==> src/design/vertex_dedup_indexer_top_macros.svh <==
// ----------------------------------------------------------------------------
// Vertex dedup indexer assertion macros
// Concurrent assertion wrappers used by the top design file; define ASSERT_OFF
// to compile them out.
// ----------------------------------------------------------------------------
`ifndef VERTEX_DEDUP_INDEXER_TOP_MACROS_SVH
`define VERTEX_DEDUP_INDEXER_TOP_MACROS_SVH
`ifndef ASSERT_OFF
// Property that must hold at every clock edge outside reset.
`define VDI_ASSERT(lbl, clk, rst, prop, msg) \
   lbl: assert property (@(posedge clk) disable iff (rst) prop) else $error(msg);
// Condition that must never be seen outside reset.
`define VDI_ASSERT_NEVER(lbl, clk, rst, expr, msg) \
   lbl: assert property (@(posedge clk) disable iff (rst) !(expr)) else $error(msg);
`else
`define VDI_ASSERT(lbl, clk, rst, prop, msg)
`define VDI_ASSERT_NEVER(lbl, clk, rst, expr, msg)
`endif
`endif

==> src/design/vdi_pkg.sv <==
// ----------------------------------------------------------------------------
// Vertex dedup indexer package
// Shared types, constants and the saturating accumulate function.
// ----------------------------------------------------------------------------
package vdi_pkg;

   localparam int MAX_ENTRIES_DEF = 1024;
   localparam int NUM_COMPS       = 8;
   localparam int KEY_W           = 128;

   localparam logic       OP_SUBMIT     = 1'b0;
   localparam logic       OP_READ       = 1'b1;
   localparam logic [0:0] ADDR_TOL      = 1'b0;
   localparam logic [7:0] TOL_RESET     = 8'd3;

   typedef enum logic [2:0] {
      ST_IDLE,
      ST_READ,
      ST_SCAN,
      ST_FETCH,
      ST_UPDATE,
      ST_APPEND,
      ST_DONE
   } state_type;

   typedef struct packed {
      logic [47:0] bitangent_sum;
      logic [47:0] tangent_sum;
      logic [47:0] normal;
      logic [31:0] tex_coord;
      logic [47:0] position;
   } entry_type;

   typedef struct packed {
      logic vld;
      logic near;
      logic last;
   } cell_ctl_type;

   function automatic logic [47:0] sat_add3(input logic [47:0] a, input logic [47:0] b);
      logic [47:0]        r;
      logic signed [16:0] s;
      r = '0;
      for (int k = 0; k < 3; k++) begin
         s = $signed({a[16*k+15], a[16*k +: 16]}) + $signed({b[16*k+15], b[16*k +: 16]});
         if (s > 17'sd32767) begin
            r[16*k +: 16] = 16'h7FFF;
         end else if (s < -17'sd32768) begin
            r[16*k +: 16] = 16'h8000;
         end else begin
            r[16*k +: 16] = s[15:0];
         end
      end
      return r;
   endfunction

endpackage

==> src/design/vdi_cell.sv <==
// ----------------------------------------------------------------------------
// Vertex dedup compare cell
// Compares one Q7.8 component of a stored entry against the item and passes
// the entry, with its running match flag, to the next cell.
// ----------------------------------------------------------------------------
module vdi_cell #(
   parameter int IDX_W   = 10,
   parameter int CMP_SEL = 0
) (
   input  logic                       clock,
   input  logic                       reset,
   input  logic                       flush,
   input  logic [7:0]                 tolerance,
   input  logic [15:0]                item_comp,
   input  vdi_pkg::cell_ctl_type      in_ctl,
   input  logic [IDX_W-1:0]           in_idx,
   input  logic [vdi_pkg::KEY_W-1:0]  in_key,
   output vdi_pkg::cell_ctl_type      out_ctl,
   output logic [IDX_W-1:0]           out_idx,
   output logic [vdi_pkg::KEY_W-1:0]  out_key
);

   logic [15:0]           stored_comp;
   logic signed [16:0]    diff;
   logic [16:0]           mag;
   logic                  close;
   vdi_pkg::cell_ctl_type ctl_ff;
   vdi_pkg::cell_ctl_type ctl_in;
   logic [IDX_W-1:0]      idx_ff;
   logic [vdi_pkg::KEY_W-1:0] key_ff;

   assign stored_comp = in_key[16*CMP_SEL +: 16];
   assign diff  = $signed({item_comp[15], item_comp}) - $signed({stored_comp[15], stored_comp});
   assign mag   = diff[16] ? 17'(-diff) : 17'(diff);
   assign close = mag < {9'd0, tolerance};

   always_comb begin
      ctl_in      = in_ctl;
      ctl_in.near = in_ctl.near & close;
      ctl_in.vld  = in_ctl.vld & ~flush;
   end

   always_ff @(posedge clock) begin
      if (reset) begin
         ctl_ff <= '0;
      end else begin
         ctl_ff <= ctl_in;
      end
   end

   always_ff @(posedge clock) begin
      idx_ff <= in_idx;
      key_ff <= in_key;
   end

   assign out_ctl = ctl_ff;
   assign out_idx = idx_ff;
   assign out_key = key_ff;

endmodule

==> config.mk <==
export PLATFORM = sky130hd
export DESIGN_NAME = vdi_cell
export DESIGN_NICKNAME = d
export VERILOG_FILES = /design/src/design/vertex_dedup_indexer_top_macros.svh /design/src/design/vdi_pkg.sv /design/src/design/vdi_cell.sv
export SDC_FILE = /design/constraint.sdc
export NUM_CORES = 1
export LEC_CHECK = 0
export ABC_AREA = 0
export ABC_CLOCK_PERIOD_IN_PS = 4500
export BUFFER_PORTS_ARGS = -buffer_cell sky130_fd_sc_hd__clkbuf_2
export CAP_MARGIN = 40
export CORE_AREA = 2 2 119 121
export CTS_CLUSTER_SIZE = 14
export DETAILED_ROUTE_END_ITERATION = 16
export DIE_AREA = 0 0 121 123
export GPL_ROUTABILITY_DRIVEN = 0
export PLACE_DENSITY = 0.72
export SLEW_MARGIN = 5
export SYNTH_ARGS = -nofsm -noshare
export SYNTH_HDL_FRONTEND = slang
export SYNTH_SLANG_ARGS = --single-unit
==> constraint.sdc <==
create_clock -name clock -period 4.5 [get_ports clock]
set_clock_uncertainty 0.05 [all_clocks]
set_input_delay 0.675 -clock clock [delete_from_list [all_inputs] [get_ports clock]]
set_output_delay 0.675 -clock clock [all_outputs]
set_load 0.03 [all_outputs]
======== Word level (Yosys, flattened, before mapping) ========
Cells that the tools add are included.
word-level totals
  register bits ........................... 141
  bits in latches ......................... 0
  memory bits (writable) .................. 0
  bits in read-only memories .............. 0
  bits of input ports ..................... 168
  output and inout port bits .............. 141
  word-level logic and storage cells ...... 12
  memories kept ........................... 0
cells by class
  add/subtract/negate cells ............... 2
  multipliers ............................. 0
  divide/modulo/power cells ............... 0
  magnitude comparators ................... 1
  equality and inequality tests ........... 0
  shifts and indexed selects .............. 0
  mux-type cells .......................... 1
  bitwise logic cells ..................... 3
  reductions and logical operators ........ 0
operators with widths
  kind                                  number
  less-than comparator 17 x 8 -> 1 bit  1
  two-way mux 17 bit                    1
  negation 17 bit                       1
  subtractor 16 x 16 -> 17 bit          1
  AND 1 bit                             2
  NOT 1 bit                             1

======== Logic depth before layout (Yosys ltp) ========
  depth after elaboration ................. 5
  gate-level depth with buffers ........... 23
  mapped depth without buffers ............ 22

======== Worst setup path after synthesis ========
OpenSTA, ideal clock, no wires.
  path kind ............................... input to register
  start ................................... input item_comp[0]
  end ..................................... register ctl_ff, in the netlist out_ctl[1]
  library setup time ...................... 0.086 ns
  arrival ................................. 4.132 ns
  data required time ...................... 4.364 ns
  setup slack ............................. 0.232 ns
  cell stages on the path ................. 23
  path buffers ............................ 1
  cells stage by stage .................... inv_1 > ha_1 > fa_1 > nand2b_1 > a211oi_1 > or2_1 > clkbuf_1 > nand3_1 > a31oi_1 > o22ai_1 > nand2_1 > o21ai_0 > ha_1 > a21boi_0 > o21a_1 > o21a_1 > o21ai_0 > nand2b_1 > a21oi_1 > nor2b_1 > o21ai_0 > nand4_1 > a211oi_1
between the ends
  word-level cells in the longest chain between the ends .. 5
ends and longest elaborated chain
  what                                      RTL line        text
  start: declaration                        vdi_cell.sv:14  input logic [15:0] item_comp,
  subtractor 16 x 16 -> 17 bit (*)          vdi_cell.sv:33  assign diff = $signed({item_comp[15], item_comp}) - $signed({stored_comp[15], stored_comp});
  negation 17 bit                           vdi_cell.sv:34  assign mag = diff[16] ? 17'(-diff) : 17'(diff);
  two-way mux 17 bit (*)                    vdi_cell.sv:34
  less-than comparator 17 x 8 -> 1 bit (*)  vdi_cell.sv:35  assign close = mag < {9'd0, tolerance};
  AND 1 bit (*)                             vdi_cell.sv:39  ctl_in.near = in_ctl.near & close;
  end signal: assignment                    vdi_cell.sv:47  ctl_ff <= ctl_in;
  end: declaration                          vdi_cell.sv:27  vdi_pkg::cell_ctl_type ctl_ff;
Every way passes the cells marked *; elsewhere a longest branch is shown, timed or not.
A chain may end at the register's enable or synchronous reset.

======== Worst setup path after layout ========
Same ends and word-level chain as after synthesis.

==> out/metrics.cfg <==
[run_status]
outcome = completed

[logic_synthesis]
synth.most_common_cell = dfxtp_1
syn_nets = 543
yosys.area_share.simple_pct = 8.60
synth-main-ff-cell = dfxtp_1
synth_compound_area_share_pct = 10.3
synth_warnings = 0
synth_area_leaders = dfxtp_1, ha_1, inv_1, a21oi_1, nor2_1
synth_top_area_share_pct = 66.5
synthMuxAreaShare_pct = 0.943
synth_xor_xnor_area_share_pct = 3.09
synth_edf_count = 0
syn_inst = 350
yosysSeqAreaShare_pct = 66.5
synthAdderAreaFrac_pct = 7.54
synth_top_area_cell = dfxtp_1
synth_cell_type_count = 54
syn_area_per_cell_sq_um = 12.1
synth_common_cells = dfxtp_1, inv_1, ha_1
synth_top_family_by_area = compound AO/OA/AOI/OAI gates
async_flop_share_pct = 0
syn-cell-area_sq_um = 4250
synth-seq-cells = 141

[min_path]
worstHoldStart = in_key[126]
hold_path_end = out_key[126]
worst_hold_path_type = input pin to register
whs_path_depth = 1

[routing]
wire_per_inst_um = 17.1
vias_per_cell = 4.36
antenna_left = 0
drc = 0
drt-total-wl_mm = 14.9
drtIter0Drc = 185
first_pass_iters = 6
dr_total_vias = 3796

[power_and_ir_drop]
ir_worst_vdd_v = 0.000234
power.leakage_nw = 3.47
p_per_area_nw_per_um2 = 487

[floorplanning]
io_pins = 309
die_h_um = 123
core_sq_um = 13600
start_util_pct = 31.2
die_area_sq_um = 14900
die_width_um = 121
rows = 43

[layout]
nets = 870
synthToLayoutAreaGrowth_pct = 55.4
fin_area_sq_um = 6600
drive_above_1_share_pct = 51.0

[placed_design]
io_buffers = 308
place_area_sq_um = 6020
dpl.hpwl_mm = 12.4

[sta]
min_period_ps = 4020
rsz0062_at_grt = no
finalHoldViolCount = 0
final.setup.tns_ps = 0
setup_viol = 0
fin_crit_sh_pct = 89.3
maxSlewHeadroom_pct = 52.5
worst_slew_pin_slew_ps = 703
clock.fmax_ghz = 0.249
slew_viol_final = 0

[clock_tree]
cts_tree = built
clock_path_buffers = 2
cts_sinks = 141
cts_made_buffers = 17
cts_setup_buffers = 0
cts_hold_buffers = 0
clock_tree.root_cell = clkbuf_16
htreeDepth = 4
clk_pin_slew_worst_paths_ps = 70
cts_resized = 0

[grt]
grt_overflow = 0
grt_first_pass_wirelength_mm = 21.0
grt_pass1_vias = 3841
antenna_found_initial = 2
grt_max_degree = 17
grtUsageTotal_pct = 19.3

[worst_setup_path]
cpMaxStageDelayCell = fa_1
cp.buffers_inverters = 2
worstPathMaxFanout = 3
endpoint_kind = register
worst_ep_arrival_time_ps = 4300
cp_common_cell = o21ai_0
crit_path_start_kind = input pin
cp_top_family = compound AO/OA/AOI/OAI gates
max_stage_delay_ps = 410
path_cells = clkbuf_2 > inv_1 > ha_1 > fa_1 > nand2b_1 > a211oi_1 > or2_1 > nand3_1 > a31oi_1 > o22ai_1 > nand2_1 > o21ai_0 > ha_1 > a21boi_0 > o21a_1 > o21a_1 > o21ai_0 > nand2b_1 > a21oi_1 > nor2b_1 > o21ai_0 > nand4_1 > a211oi_1
path_class = input pin to register
cp.required_ps = 4780

[flow_run]
drv_cap = 0

## logic make-up after synthesis
family	count (synthesis)
buffers and inverters	34
xor gates and xnor gates	15
and+or+nand+nor	70
adders and majority gates	25
DFF	141
AOI/OAI and AO/OA	61
muxes	4
## layer usage
layer,vias up,share of wire [%],global-route usage [%]
li1,1862,-,-
met5,-,0.087,0
met3,27,9.3,8.26
met2,159,47,31.1
met1,1746,41,22.7
met4,2,2.1,7.27
## how the worst max path moves through the flow
| stage | from | end | slack, ps | cells past startpoint |
|---|---|---|---|---|
| floorplan | item_comp[0] | out_ctl[1] | 230 | 23 |
| global placement | item_comp[0] | out_ctl[1] | 200 | 23 |
| detailed placement | item_comp[0] | out_ctl[1] | 40 | 22 |
| CTS | item_comp[0] | out_ctl[1] | 450 | 23 |
| global route | item_comp[0] | out_ctl[1] | 30 | 22 |
| finish | item_comp[0] | out_ctl[1] | 480 | 23 |
## power by group
part           switching (W)  internal (W)
registers          0.0000184       0.00132
logic               0.000342      0.000206
clock network       0.000599      0.000735
## placed cells by master (no fill, tap or decap), types with 3 or more instances in the layout
cell type,Yosys,layout
inv_6,0,6
a21oi_1,15,15
inv_1,31,31
xor2_1,7,7
clkbuf_16,0,17
nand2_1,10,10
a31oi_1,3,3
clkbuf_2,1,308
nand3_1,10,10
nor2_1,20,20
a21o_1,6,6
a211oi_1,3,3
mux2i_1,4,4
o21ai_0,10,10
buf_4,0,3
xnor2_1,8,8
nand2b_1,5,5
ha_1,24,24
nand4_1,3,3
dfxtp_1,141,141
nor3_1,4,4
inv_8,0,3
## flip-flops by register name, summed over array words and instances (netlist names)
signal / cells
out_key: 128
out_idx: 10
out_ctl: 3
## stage by stage
step | power (W) | std cells | worst slack, ps | hold slack [ps] | util, %
detailed placement | 0.00191 | 838 | 42.2 | 729 | 44.3
floorplan | 0.00170 | 350 | 232 | 653 | -
global placement | 0.00190 | 838 | 199 | 728 | 44.3
global route | 0.00336 | 870 | 28.9 | 285 | 48.5
finish | 0.00321 | 871 | 481 | 304 | 48.5
CTS | 0.00324 | 870 | 454 | 286 | 48.5
## layout make-up
cell class                      count  area, sq um
Antenna cell                        1         2.50
Clock buffer                       17          425
Clock inverter                     15          148
Fill cell                        1280         7010
Inverter                           31          116
Multi-Input combinational cell    175         1290
Sequential cell                   141         2820
Tap cell                          180          225
Timing Repair Buffer              311         1560
Power figures use the tool's default switching activity.
